===== config.mk =====
export PLATFORM = sky130hd
export DESIGN_NAME = json_string_unescape_flat
export DESIGN_NICKNAME = d
export VERILOG_FILES = /design/src/hw/rtl/jsu_pkg.sv /design/src/hw/rtl/jsu_in_if.sv /design/src/hw/rtl/jsu_out_if.sv /design/src/hw/rtl/jsu_cfg_if.sv /design/src/hw/rtl/jsu_step.sv /design/src/hw/rtl/json_string_unescape.sv /design/src/flat_wrapper.sv
export VERILOG_INCLUDE_DIRS = /design/src /design/src/hw/rtl
export SDC_FILE = /design/constraint.sdc
export NUM_CORES = 1
export LEC_CHECK = 0
export ABC_AREA = 1
export BUFFER_PORTS_ARGS = -buffer_cell sky130_fd_sc_hd__buf_2
export CORE_UTILIZATION = 55
export CTS_BUF_LIST = sky130_fd_sc_hd__clkbuf_8
export CTS_CLUSTER_SIZE = 30
export DETAILED_ROUTE_END_ITERATION = 7
export PLACE_DENSITY = 0.76
export SLEW_MARGIN = 10
export SYNTH_ARGS = -nofsm -noshare
export SYNTH_HDL_FRONTEND = slang
export SYNTH_SLANG_ARGS = --single-unit

===== constraint.sdc =====
create_clock -name i_clk -period 9.05 [get_ports i_clk]
set_input_delay 0.905 -clock i_clk [delete_from_list [all_inputs] [get_ports i_clk]]
set_output_delay 0.905 -clock i_clk [all_outputs]
set_load 0.005 [all_outputs]

===== src/hw/rtl/json_string_unescape_macros.svh =====
// Assertion macros shared by the JSON string unescape RTL.
`ifndef JSON_STRING_UNESCAPE_MACROS_SVH
`define JSON_STRING_UNESCAPE_MACROS_SVH

`ifndef SYNTHESIS

// Same-cycle implication, disabled while reset is asserted.
`define JSU_ASSERT_NOW(label, clk, rst_n, ante, cons) \
    label: assert property (@(posedge clk) disable iff (!(rst_n)) (ante) |-> (cons)) \
        else $error("jsu assertion failed");

// Next-cycle implication, disabled while reset is asserted.
`define JSU_ASSERT_NEXT(label, clk, rst_n, ante, cons) \
    label: assert property (@(posedge clk) disable iff (!(rst_n)) (ante) |=> (cons)) \
        else $error("jsu assertion failed");

`else

`define JSU_ASSERT_NOW(label, clk, rst_n, ante, cons)
`define JSU_ASSERT_NEXT(label, clk, rst_n, ante, cons)

`endif

`endif


===== src/hw/rtl/jsu_pkg.sv =====
// Types and constants for the JSON string unescape block.
package jsu_pkg;

    localparam int unsigned BYTE_W = 8;
    localparam int unsigned LEN_W  = 16;
    localparam int unsigned HEX_W  = 16;

    localparam logic [LEN_W-1:0] CAP_RESET = 16'hFFFF;

    localparam logic [BYTE_W-1:0] CH_QUOTE     = 8'h22;
    localparam logic [BYTE_W-1:0] CH_BACKSLASH = 8'h5C;
    localparam logic [BYTE_W-1:0] CH_SLASH     = 8'h2F;
    localparam logic [BYTE_W-1:0] CH_U         = 8'h75;
    localparam logic [BYTE_W-1:0] CH_QMARK     = 8'h3F;
    localparam logic [HEX_W-1:0]  ASCII_MAX    = 16'h007F;

    typedef enum logic [1:0] {
        MODE_IDLE = 2'd0,
        MODE_BODY = 2'd1,
        MODE_ESC  = 2'd2,
        MODE_HEX  = 2'd3
    } t_mode;

    typedef enum logic [1:0] {
        STAT_BUSY  = 2'd0,
        STAT_DONE  = 2'd1,
        STAT_ERROR = 2'd2
    } t_status;

    typedef enum logic [2:0] {
        ERR_NONE   = 3'd0,
        ERR_NOOPEN = 3'd1,
        ERR_ESCAPE = 3'd2,
        ERR_HEX    = 3'd3,
        ERR_UNTERM = 3'd4,
        ERR_CAP    = 3'd5
    } t_err;

    typedef struct packed {
        t_mode             mode;
        logic [1:0]        hex_cnt;
        logic [HEX_W-1:0]  hex_val;
        logic [LEN_W-1:0]  byte_cnt;
    } t_scan_state;

    typedef struct packed {
        logic              out_valid;
        logic [BYTE_W-1:0] out_byte;
        t_status           status;
        t_err              err;
        logic [LEN_W-1:0]  decoded_length;
    } t_result;

endpackage


===== src/hw/rtl/jsu_in_if.sv =====
// Input channel: one raw literal byte per item.
interface jsu_in_if;
    logic                         valid;
    logic                         ready;
    logic [jsu_pkg::BYTE_W-1:0]   in_byte;
    logic                         end_of_input;

    modport source (output valid, output in_byte, output end_of_input, input ready);
    modport sink   (input valid, input in_byte, input end_of_input, output ready);
endinterface


===== src/hw/rtl/jsu_out_if.sv =====
// Output channel: one decode result per item.
interface jsu_out_if;
    logic                         valid;
    logic                         ready;
    logic                         out_valid;
    logic [jsu_pkg::BYTE_W-1:0]   out_byte;
    logic [1:0]                   status;
    logic [2:0]                   error_code;
    logic [jsu_pkg::LEN_W-1:0]    decoded_length;

    modport source (output valid, output out_valid, output out_byte, output status,
                    output error_code, output decoded_length, input ready);
    modport sink   (input valid, input out_valid, input out_byte, input status,
                    input error_code, input decoded_length, output ready);
endinterface


===== src/hw/rtl/jsu_cfg_if.sv =====
// Configuration write channel: capacity register data.
interface jsu_cfg_if;
    logic                         valid;
    logic                         ready;
    logic [jsu_pkg::LEN_W-1:0]    capacity_bytes;

    modport source (output valid, output capacity_bytes, input ready);
    modport sink   (input valid, input capacity_bytes, output ready);
endinterface


===== src/hw/rtl/jsu_step.sv =====
// Decode step: next scan state and result for one literal byte.
module jsu_step (
    input  jsu_pkg::t_scan_state          i_state,
    input  logic [jsu_pkg::BYTE_W-1:0]    i_byte,
    input  logic                          i_eoi,
    input  logic [jsu_pkg::LEN_W-1:0]     i_capacity,
    output jsu_pkg::t_scan_state          o_state,
    output jsu_pkg::t_result              o_result
);
    import jsu_pkg::*;

    // Hex digit decode: {ok, nibble}.
    function automatic logic [4:0] hex_of(input logic [BYTE_W-1:0] c);
        logic [4:0] r;
        r = 5'd0;
        if (c >= 8'h30 && c <= 8'h39) begin
            r = {1'b1, 4'(c - 8'h30)};
        end else if (c >= 8'h61 && c <= 8'h66) begin
            r = {1'b1, 4'(c - 8'h57)};
        end else if (c >= 8'h41 && c <= 8'h46) begin
            r = {1'b1, 4'(c - 8'h37)};
        end
        return r;
    endfunction

    // Single-letter escape decode: {ok, byte}.
    function automatic logic [BYTE_W:0] esc_of(input logic [BYTE_W-1:0] c);
        logic [BYTE_W:0] r;
        case (c)
            CH_QUOTE:     r = {1'b1, CH_QUOTE};
            CH_BACKSLASH: r = {1'b1, CH_BACKSLASH};
            CH_SLASH:     r = {1'b1, CH_SLASH};
            8'h6E:        r = {1'b1, 8'h0A};
            8'h72:        r = {1'b1, 8'h0D};
            8'h74:        r = {1'b1, 8'h09};
            8'h62:        r = {1'b1, 8'h08};
            8'h66:        r = {1'b1, 8'h0C};
            default:      r = '0;
        endcase
        return r;
    endfunction

    logic              room;
    logic              emit;
    logic [BYTE_W-1:0] emit_byte;
    logic [4:0]        hex_d;
    logic [BYTE_W:0]   esc_d;
    logic [HEX_W-1:0]  hex_next;
    t_err              err;
    t_status           status;
    t_scan_state       n_state;

    assign room     = ({1'b0, i_state.byte_cnt} + 17'd1) <= {1'b0, i_capacity};
    assign hex_d    = hex_of(i_byte);
    assign esc_d    = esc_of(i_byte);
    assign hex_next = {i_state.hex_val[HEX_W-5:0], hex_d[3:0]};

    always_comb begin
        n_state   = i_state;
        emit      = 1'b0;
        emit_byte = '0;
        err       = ERR_NONE;
        status    = STAT_BUSY;
        o_result  = '0;

        case (i_state.mode)
            MODE_IDLE: begin
                if (i_byte != CH_QUOTE) begin
                    err = ERR_NOOPEN;
                end else begin
                    n_state.byte_cnt = '0;
                    n_state.mode     = MODE_BODY;
                    if (i_eoi) err = ERR_UNTERM;
                end
            end
            MODE_BODY: begin
                if (i_byte == CH_QUOTE) begin
                    if (!room) begin
                        err = ERR_CAP;
                    end else begin
                        status       = STAT_DONE;
                        n_state.mode = MODE_IDLE;
                    end
                end else if (i_byte == CH_BACKSLASH) begin
                    n_state.mode = MODE_ESC;
                    if (i_eoi) err = ERR_UNTERM;
                end else begin
                    emit      = 1'b1;
                    emit_byte = i_byte;
                end
            end
            MODE_ESC: begin
                if (i_byte == CH_U) begin
                    n_state.mode    = MODE_HEX;
                    n_state.hex_cnt = '0;
                    n_state.hex_val = '0;
                    if (i_eoi) err = ERR_UNTERM;
                end else if (!esc_d[BYTE_W]) begin
                    err = ERR_ESCAPE;
                end else begin
                    emit         = 1'b1;
                    emit_byte    = esc_d[BYTE_W-1:0];
                    n_state.mode = MODE_BODY;
                end
            end
            MODE_HEX: begin
                if (!hex_d[4]) begin
                    err = ERR_HEX;
                end else begin
                    n_state.hex_val = hex_next;
                    if (i_state.hex_cnt == 2'd3) begin
                        n_state.hex_cnt = '0;
                        n_state.mode    = MODE_BODY;
                        emit            = 1'b1;
                        emit_byte       = (hex_next <= ASCII_MAX) ? hex_next[BYTE_W-1:0]
                                                                  : CH_QMARK;
                    end else begin
                        n_state.hex_cnt = i_state.hex_cnt + 2'd1;
                        if (i_eoi) err = ERR_UNTERM;
                    end
                end
            end
            default: begin
                err = ERR_NOOPEN;
            end
        endcase

        // Deliver a decoded byte if the count with it stays within the capacity.
        if (err == ERR_NONE && emit) begin
            if (!room) begin
                err = ERR_CAP;
            end else begin
                n_state.byte_cnt   = i_state.byte_cnt + 16'd1;
                o_result.out_valid = 1'b1;
                o_result.out_byte  = emit_byte;
                if (i_eoi) err = ERR_UNTERM;
            end
        end

        // Any error drops the byte and returns to idle.
        if (err != ERR_NONE) begin
            status             = STAT_ERROR;
            o_result.out_valid = 1'b0;
            o_result.out_byte  = '0;
            n_state.mode       = MODE_IDLE;
            n_state.hex_cnt    = '0;
        end

        o_result.status         = status;
        o_result.err            = err;
        o_result.decoded_length = n_state.byte_cnt;
    end

    assign o_state = n_state;

endmodule


===== src/hw/rtl/json_string_unescape.sv =====
// Top level of the streaming JSON string literal unescape block.
//
// Usage:
//   i_in  carries one raw byte of a string literal per item, opening quote
//         first, with end_of_input set on the last byte available.
//   o_out carries exactly one result item per input item: a decoded byte
//         flag and value, status (busy, done, error), error code and the
//         decoded length so far.
//   i_cfg writes the capacity register (decoded bytes plus terminator).
//         It is always ready; write it only while no item is in flight.
// Latency: the result of an item is valid the cycle after it is accepted.
// Throughput: one item per cycle unless stalled; decode is a single pass of
//   small logic from the scan state and the byte into the result register.
// Stall: when the receiver holds off, the result register keeps its item
//   and i_in.ready drops until that item is taken; the same cycle that
//   takes it may accept the next input item.
// Reset: scan state returns to idle with counts cleared, capacity returns
//   to 65535 and the output register empties.
// After a finish or an error the next byte is taken as a new opening quote.
module json_string_unescape (
    input  logic      i_clk,
    input  logic      i_rst_n,
    jsu_in_if.sink    i_in,
    jsu_out_if.source o_out,
    jsu_cfg_if.sink   i_cfg
);
    import jsu_pkg::*;

    `include "json_string_unescape_macros.svh"

    t_scan_state        r_state;
    t_scan_state        n_state;
    t_result            r_out;
    t_result            n_result;
    logic               r_out_vld;
    logic [LEN_W-1:0]   r_cap;
    logic               in_acc;

    // Take a new item whenever the result register is empty or being drained.
    assign i_in.ready  = !r_out_vld || o_out.ready;
    assign in_acc      = i_in.valid && i_in.ready;
    assign i_cfg.ready = 1'b1;

    jsu_step u_step (
        .i_state    (r_state),
        .i_byte     (i_in.in_byte),
        .i_eoi      (i_in.end_of_input),
        .i_capacity (r_cap),
        .o_state    (n_state),
        .o_result   (n_result)
    );

    // Capacity register.
    always_ff @(posedge i_clk) begin
        if (!i_rst_n) begin
            r_cap <= CAP_RESET;
        end else if (i_cfg.valid) begin
            r_cap <= i_cfg.capacity_bytes;
        end
    end

    // Scan state: advance only on an accepted item.
    always_ff @(posedge i_clk) begin
        if (!i_rst_n) begin
            r_state <= '{mode: MODE_IDLE, hex_cnt: '0, hex_val: '0, byte_cnt: '0};
        end else if (in_acc) begin
            r_state <= n_state;
        end
    end

    // Result register valid flag: fill on accept, drop once taken.
    always_ff @(posedge i_clk) begin
        if (!i_rst_n) begin
            r_out_vld <= 1'b0;
        end else if (in_acc) begin
            r_out_vld <= 1'b1;
        end else if (o_out.ready) begin
            r_out_vld <= 1'b0;
        end
    end

    // Result payload: hold while stalled.
    always_ff @(posedge i_clk) begin
        if (in_acc) begin
            r_out <= n_result;
        end
    end

    assign o_out.valid          = r_out_vld;
    assign o_out.out_valid      = r_out.out_valid;
    assign o_out.out_byte       = r_out.out_byte;
    assign o_out.status         = r_out.status;
    assign o_out.error_code     = r_out.err;
    assign o_out.decoded_length = r_out.decoded_length;

    // An error result never carries a byte, and only errors carry a code.
    `JSU_ASSERT_NOW(a_err_no_byte, i_clk, i_rst_n,
        r_out_vld && r_out.status == STAT_ERROR,
        !r_out.out_valid && r_out.out_byte == '0 && r_out.err != ERR_NONE)
    `JSU_ASSERT_NOW(a_code_only_on_err, i_clk, i_rst_n,
        r_out_vld && r_out.status != STAT_ERROR, r_out.err == ERR_NONE)
    // A finished or failed literal leaves the scanner idle.
    `JSU_ASSERT_NOW(a_idle_after_end, i_clk, i_rst_n,
        r_out_vld && r_out.status != STAT_BUSY,
        r_state.mode == MODE_IDLE && r_state.hex_cnt == '0)
    // The reported length tracks the byte counter.
    `JSU_ASSERT_NOW(a_len_tracks, i_clk, i_rst_n,
        r_out_vld, r_out.decoded_length == r_state.byte_cnt)
    // Every accepted item yields a result in the next cycle.
    `JSU_ASSERT_NEXT(a_result_follows, i_clk, i_rst_n, in_acc, r_out_vld)

endmodule

===== src/flat_wrapper.sv =====
// flat-port wrapper written by rule: the top's interface ports become plain ports
module json_string_unescape_flat import jsu_pkg::*;
  (i_clk, i_rst_n, i_in_valid, i_in_in_byte, i_in_end_of_input, i_in_ready, o_out_valid, o_out_out_valid, o_out_out_byte, o_out_status, o_out_error_code, o_out_decoded_length, o_out_ready, i_cfg_valid, i_cfg_capacity_bytes, i_cfg_ready);
  jsu_in_if i_in_i ();
  jsu_out_if o_out_i ();
  jsu_cfg_if i_cfg_i ();
  input  logic i_clk;
  input  logic i_rst_n;
  input wire logic [$bits(i_in_i.valid)-1:0] i_in_valid;
  input wire logic [$bits(i_in_i.in_byte)-1:0] i_in_in_byte;
  input wire logic [$bits(i_in_i.end_of_input)-1:0] i_in_end_of_input;
  output wire logic [$bits(i_in_i.ready)-1:0] i_in_ready;
  output wire logic [$bits(o_out_i.valid)-1:0] o_out_valid;
  output wire logic [$bits(o_out_i.out_valid)-1:0] o_out_out_valid;
  output wire logic [$bits(o_out_i.out_byte)-1:0] o_out_out_byte;
  output wire logic [$bits(o_out_i.status)-1:0] o_out_status;
  output wire logic [$bits(o_out_i.error_code)-1:0] o_out_error_code;
  output wire logic [$bits(o_out_i.decoded_length)-1:0] o_out_decoded_length;
  input wire logic [$bits(o_out_i.ready)-1:0] o_out_ready;
  input wire logic [$bits(i_cfg_i.valid)-1:0] i_cfg_valid;
  input wire logic [$bits(i_cfg_i.capacity_bytes)-1:0] i_cfg_capacity_bytes;
  output wire logic [$bits(i_cfg_i.ready)-1:0] i_cfg_ready;
  assign i_in_i.valid = i_in_valid;
  assign i_in_i.in_byte = i_in_in_byte;
  assign i_in_i.end_of_input = i_in_end_of_input;
  assign i_in_ready = i_in_i.ready;
  assign o_out_valid = o_out_i.valid;
  assign o_out_out_valid = o_out_i.out_valid;
  assign o_out_out_byte = o_out_i.out_byte;
  assign o_out_status = o_out_i.status;
  assign o_out_error_code = o_out_i.error_code;
  assign o_out_decoded_length = o_out_i.decoded_length;
  assign o_out_i.ready = o_out_ready;
  assign i_cfg_i.valid = i_cfg_valid;
  assign i_cfg_i.capacity_bytes = i_cfg_capacity_bytes;
  assign i_cfg_ready = i_cfg_i.ready;
  json_string_unescape u_core (.i_clk(i_clk), .i_rst_n(i_rst_n), .i_in(i_in_i), .o_out(o_out_i), .i_cfg(i_cfg_i));
endmodule

# ---- After elaboration in Yosys (flattened, before gate mapping)
# Cells that the tools add are included.
dict set report totals {
  in_bits 30
  ff_bits 79
  word_cells 125
}
dict set report classes {
  add_sub_neg 6
  eq_ne 23
  n_mux 53
  bitwise_logic 4
  n_lt_le_gt_ge 8
  n_reduce_logical 19
}
# operator n
set ops {}
lappend ops {{$pmux 9 s8} 1}
lappend ops {{$mux 16} 4}
lappend ops {{$eq 8x7->1 const B} 7}
lappend ops {{$mux 8} 7}
lappend ops {{$pmux 18 s2} 1}
lappend ops {{$mux 3} 11}
lappend ops {{$pmux 8 s3} 1}
lappend ops {{$mux 20} 1}
lappend ops {{$mux 18} 1}
lappend ops {{$mux 2} 9}
lappend ops {{$add 16x1->17 const B} 1}
lappend ops {{$le 17x16->1} 1}
lappend ops {{$add 16x1->16 const B} 1}
lappend ops {{$eq 8x6->1 const B} 2}
lappend ops {{$ge 8x7->1 const B} 2}
lappend ops {{$le 16x7->1 const B} 1}
lappend ops {{$le 8x7->1 const B} 2}
lappend ops {{$mux 5} 3}
lappend ops {{$ne 3x3->1 const B} 4}
lappend ops {{$ne 4x4->1 const B} 3}
lappend ops {{$pmux 3 s4} 1}
lappend ops {{$mux 1} 9}
lappend ops {{$mux 9} 1}
lappend ops {{$ge 8x6->1 const B} 1}
lappend ops {{23 further kinds} 38}

# ---- Longest topological paths before layout
dict set report depth {
  ltp_word 13
  ltp_mapped 25
  ltp_nobuf 25
}

# ---- By module
# Synthesis repeated with hierarchy kept, for this count alone.
dict set report hier_totals {
  cells_unflattened 752
  area_unflattened_um2 5459.0
}
# module seq_area_each_um2 n_inst cells_per_inst area_each_um2
set by_module_without_submodules {}
lappend by_module_without_submodules {json_string_unescape 1961.9 1 344 3240.6}
lappend by_module_without_submodules {jsu_step 0.0 1 408 2218.4}

# ---- Least setup slack after synthesis
# No wires, ideal clock.
dict set report synth_path {
  kind {reg2reg}
  startpoint {reg u_core.r_state[0] in the netlist's numbering}
  endpoint {reg u_core.r_state[33] in the netlist's numbering}
  period_less_slack_ns 3.280
  path_slack_ns 5.770
  arrival_ns 3.167
  path_stages_with_launch 24
  path_buffers 0
  setup_time_ns 0.113
  path_cell_list {dfxtp_1 inv_1 nor4_1 nand3_1 nand3b_1 nor2_1 xor2_1 ha_1 inv_1 nor2_1 a21boi_0 nor2_2 nand2_4 nand2_2 nand2_2 nand2_2 nand2_2 nand2_4 nand4_2 nand3_4 nand2_4 nand2_2 o21a_1 nor2_1}
}
dict set report synth_via {
  elab_chain_len 11
  word_cells_on_any_way 16
}
# item line
set synth_lines {}
lappend synth_lines {{start, declared} json_string_unescape.sv:31} ;# t_scan_state r_state;
lappend synth_lines {{start signal, assigned} json_string_unescape.sv:65} ;# r_state <= '{mode: MODE_IDLE, hex_cnt: '0, hex_val: '0, byte_cnt: '0};
lappend synth_lines {{start signal, assigned} json_string_unescape.sv:67} ;# r_state <= n_state;
lappend synth_lines {{$add 16x1->17 *} jsu_step.sv:53} ;# assign room = ({1'b0, i_state.byte_cnt} + 17'd1) <= {1'b0, i_capacity};
lappend synth_lines {{$le 17x16->1 *} jsu_step.sv:53}
lappend synth_lines {{$mux 3} jsu_step.sv:78} ;# if (!room) begin
lappend synth_lines {{$mux 3} jsu_step.sv:77} ;# if (i_byte == CH_QUOTE) begin
lappend synth_lines {{$pmux 3 s4} jsu_step.sv:66} ;# case (i_state.mode)
lappend synth_lines {{$mux 3 or $logic_not 3->1 (tied branches)} {jsu_step.sv:136, jsu_step.sv:129}}
lappend synth_lines {{$mux 3 or $logic_and 1x1->1 (tied branches)} {jsu_step.sv:130, jsu_step.sv:129}}
lappend synth_lines {{$mux 3 *} jsu_step.sv:129} ;# if (err == ERR_NONE && emit) begin
lappend synth_lines {{$reduce_bool 3->1 *} jsu_step.sv:141} ;# if (err != ERR_NONE) begin
lappend synth_lines {{$ne 3x3->1 (no line) or $reduce_bool 3->1 (tied branches)} -}
lappend synth_lines {{$reduce_and 4->1 (no line)} -}
# Mark *: on every way between the ends. The rest lies on a longest branch, timed or not.
# A chain may end at the register's enable or synchronous reset.

# ---- Final worst setup path
dict set report layout_path {
  startpoint {reg u_core.r_state[0] in the netlist's numbering}
  endpoint {reg u_core.r_out (netlist bit u_core.o_out.out_byte[0]), data pin}
}
dict set report layout_via {
  elab_chain_len 10
  word_cells_on_any_way 14
}
# item line
set layout_lines {}
lappend layout_lines {{$add 16x1->17 *} jsu_step.sv:53}
lappend layout_lines {{$le 17x16->1 *} jsu_step.sv:53}
lappend layout_lines {{$mux 3} jsu_step.sv:78}
lappend layout_lines {{$mux 3} jsu_step.sv:77}
lappend layout_lines {{$pmux 3 s4} jsu_step.sv:66}
lappend layout_lines {{$mux 3 or $logic_not 3->1 (tied branches)} {jsu_step.sv:136, jsu_step.sv:129}}
lappend layout_lines {{$mux 3 or $logic_and 1x1->1 (tied branches)} {jsu_step.sv:130, jsu_step.sv:129}}
lappend layout_lines {{$mux 3} jsu_step.sv:129}
lappend layout_lines {{$reduce_bool 3->1} jsu_step.sv:141}
lappend layout_lines {{$reduce_or 3->1 (no line) *} -}
lappend layout_lines {{end signal, assigned} json_string_unescape.sv:85} ;# r_out <= n_result;
lappend layout_lines {{end, declared} json_string_unescape.sv:33} ;# t_result r_out;
# Marks and branches as above.

==> summary.txt <==
Status
  • Status: finished clean

Global routing
  • Vias in the first global route: ~3700
  • Largest net degree at the start of global routing: 47
  • Grt ovf: 0
  • Overall Global Routing Usage: 0.244
  • First-pass GRT wire length: 17200 µm
  • Initial antenna violation count: 0

Clock network
  • Clk slew on worst S/H paths: 80 ps
  • Post-CTS Setup Inserts: 0
  • Post-CTS resize count: 0
  • H-tree level count: 3
  • Max Root-Sink Buffers: 2
  • Hold buffer count at CTS: 0
  • Clock latency on the worst-skew pair: about 360 ps
  • CTS tree: yes
  • CTS Buf Count: 9
  • CTS Root Cell: clkbuf_8
  • Num Clock Sinks: 79

Logic synthesis
  • Synth warn: 0
  • Cell variety after synth: 47
  • Asr flop ratio synth: 0
  • Seq/Total Area, Yosys: 0.394
  • Synth Flop Type: dfxtp_1
  • Post-Synth Simple-Gate Area: 0.287
  • Adder-cell share of the synthesized area: 0.0708
  • Largest family of logic cells by synthesized area: simple AND/OR/NAND/NOR gates
  • Xor and xnor area share after synthesis: 0.0275
  • #FFs+latches synth: 79
  • Mux cell area share after synthesis: 0
  • EDFF count, synth: 30
  • Mapped cell area: about 0.0048 mm²
  • Cells after Synth: 602
  • Syn_area_per_cell: 7.93 µm²
  • Syn nets: 659
  • Synth Area in Compound Gates: 0.123

Drt
  • Post-Route WL: 10300 µm
  • First-pass DRT Iterations: 5
  • WL/cell: 13.5 µm
  • DRC viols: 0
  • Post-DRT Antenna Nets: 0
  • Initial DRC count: about 370
  • Drt via density: 5.40
  • Vias: roughly 4200

Finish
  • Commonest cells after routing, fill and taps aside: nand2_1 (105), inv_1 (86), buf_2 (61), a21oi_1 (54), dfxtp_1 (49)
  • Most common cell after layout, fill and taps aside: nand2_1
  • Fin util: 0.643
  • Share of cells above drive strength 1: 0.217
  • Fillers: just over 700
  • Fin nets: approximately 720
  • # diodes: 0
  • P&R area growth vs syn: 11.8%
  • Fin cells: 768

Timing
  • Max Slew Vio Count: 0
  • Clock skew: 18.3 ps
  • Slew @ Worst Pin: 1040 ps
  • Final hold violations: 0
  • Setup TNS after final layout: 0 ps
  • Slew headroom: 0.297
  • Tcrit/Tclk final: 0.515
  • RSZ-0062 raised after global routing: no
  • Final setup violation count: 0
  • Fmax: 0.215 GHz
  • Post-route worst setup slack: roughly 4400 ps
  • Fin crit period: 4660 ps

Die
  • Die area: around 0.009 mm²
  • Die Y: 95.2 µm
  • Die width: 95.2 µm
  • # rows: 33
  • Top Ports: 63
  • Core box area: 0.00830 mm²
  • Initial Utilization: 0.575

Place
  • GP Congestion: around 0.91
  • Total placed cells including tap cells: 752
  • Post-DP HPWL: about 7600 µm
  • Pre-CTS WS: 4470 ps
  • PortBufs: just over 60

Power and ir drop
  • Leak Pwr: 0.00261 µW
  • VDD IR max: 91.0 µV
  • Cell area power density: 149 mW/mm²

Setup path
  • Required time of the critical path: about 9000 ps
  • CP Max Fanout: 20
  • Crit path launch type: register
  • Kind of critical path: reg2reg
  • Critical path capture point type: register
  • Arrival time worst endpoint: 4850 ps

Hold path
  • Hold/Removal Path Class: reg2reg

Job
  • Max Cap Viol: 0
per-stage QoR:
step	hold WS [ps]	total power (µW)	area, µm²
CTS	472	803	5340
finish	467	797	5340
floorplan	435	486	4770
detailed placement	460	523	5120
global route	494	838	5340
global placement	449	519	5120
per-layer routing:
layer	wire length (µm)	up-vias	track usage
li1	-	2096	-
met1	5000	1911	0.343
met2	4600	129	0.379
met3	569	14	0.0343
met4	170	0	0.0884
met5	0	-	0
critical path: stages, from the launching register on:
cell	delay [ps]
dfxtp_1	400
inv_1	90
nor4_1	550
nand3_1	220
nand3b_1	260
nor2_1	130
xor2_1	100
ha_1	280
inv_1	50
nor2_1	130
nand4_1	100
nor2_1	170
nand2_1	120
nand2_2	130
nand2_2	70
nand2_2	60
nand2_2	50
nand2_4	80
nand4_2	570
inv_2	530
nand4_4	210
a31oi_1	190
flip-flops by register name (all words and copies together) (netlist names):
register,count
u_core.o_out.decoded_length,16
u_core.o_out.error_code,3
u_core.o_out.out_byte,8
u_core.o_out.out_valid,1
u_core.o_out.status,2
u_core.o_out.valid,1
u_core.r_cap,16
u_core.r_state,32
power breakdown:
part	internal, µW	switching (µW)	leakage, µW	total [µW]
registers	390	11.2	0.000703	402
clock network	154	127	0.000116	281
logic	41.2	72.7	0.00179	114
total	586	211	0.00261	797
Yosys cell counts (3+ instances only):
cell type / n / share of area
a221oi_1: 3 / 0.0055
nor4_1: 5 / 0.0066
ha_1: 27 / 0.071
nand2_1: 105 / 0.083
nor2_1: 45 / 0.035
clkbuf_1: 9 / 0.0071
nand3_1: 28 / 0.029
nand4_1: 8 / 0.010
edfxtp_1: 30 / 0.19
dfxtp_1: 49 / 0.21
nand2_4: 6 / 0.014
o21ai_1: 15 / 0.016
a31oi_1: 3 / 0.0039
buf_6: 3 / 0.0071
xor2_1: 15 / 0.028
inv_1: 84 / 0.066
inv_2: 9 / 0.0071
nand3_2: 14 / 0.029
nor3_1: 7 / 0.0073
a21oi_1: 54 / 0.057
nand2_2: 23 / 0.030
nand3b_1: 3 / 0.0047
o21ai_0: 25 / 0.026
nor2_2: 3 / 0.0039
kinds of logic (layout without fill, tap and decap cells):
family,count (synthesis),in the layout
buffers and inverters,112,173
AND/OR/NAND/NOR,259,259
AO/OA/AOI/OAI,109,109
XOR/XNOR,15,15
other,1,1
adder cells (fa/ha/maj),27,27
flip-flops,79,79
cell type report:
type                            instances  area, µm²  share of cell area
Multi-Input combinational cell        411       2430               0.455
Sequential cell                        79       1880               0.352
Inverter                               95        370              0.0694
Tap cell                              105        131              0.0246
Clock inverter                          7       90.1              0.0169
Timing Repair Buffer                   62        313              0.0586
Clock buffer                            9        124              0.0232
path summary, 6_finish.rpt:
check / startpoint / endpoint / slack, ps / cells after the start
worst min-delay path: u_core.r_state[24]$_SDFFE_PN0P_ / u_core.r_state[24]$_SDFFE_PN0P_ / 470 / 2
worst max-delay path: u_core.r_state[0]$_SDFFE_PN0P_ / u_core.o_out.out_byte[0]$_SDFFCE_PP0P_ / 4390 / 21
worst max register to register: u_core.r_state[0]$_SDFFE_PN0P_ / u_core.o_out.out_byte[0]$_SDFFCE_PP0P_ / 4390 / 21
worst min register to register: u_core.r_state[24]$_SDFFE_PN0P_ / u_core.r_state[24]$_SDFFE_PN0P_ / 470 / 2
No activity file was read; power rests on OpenSTA's default activity.
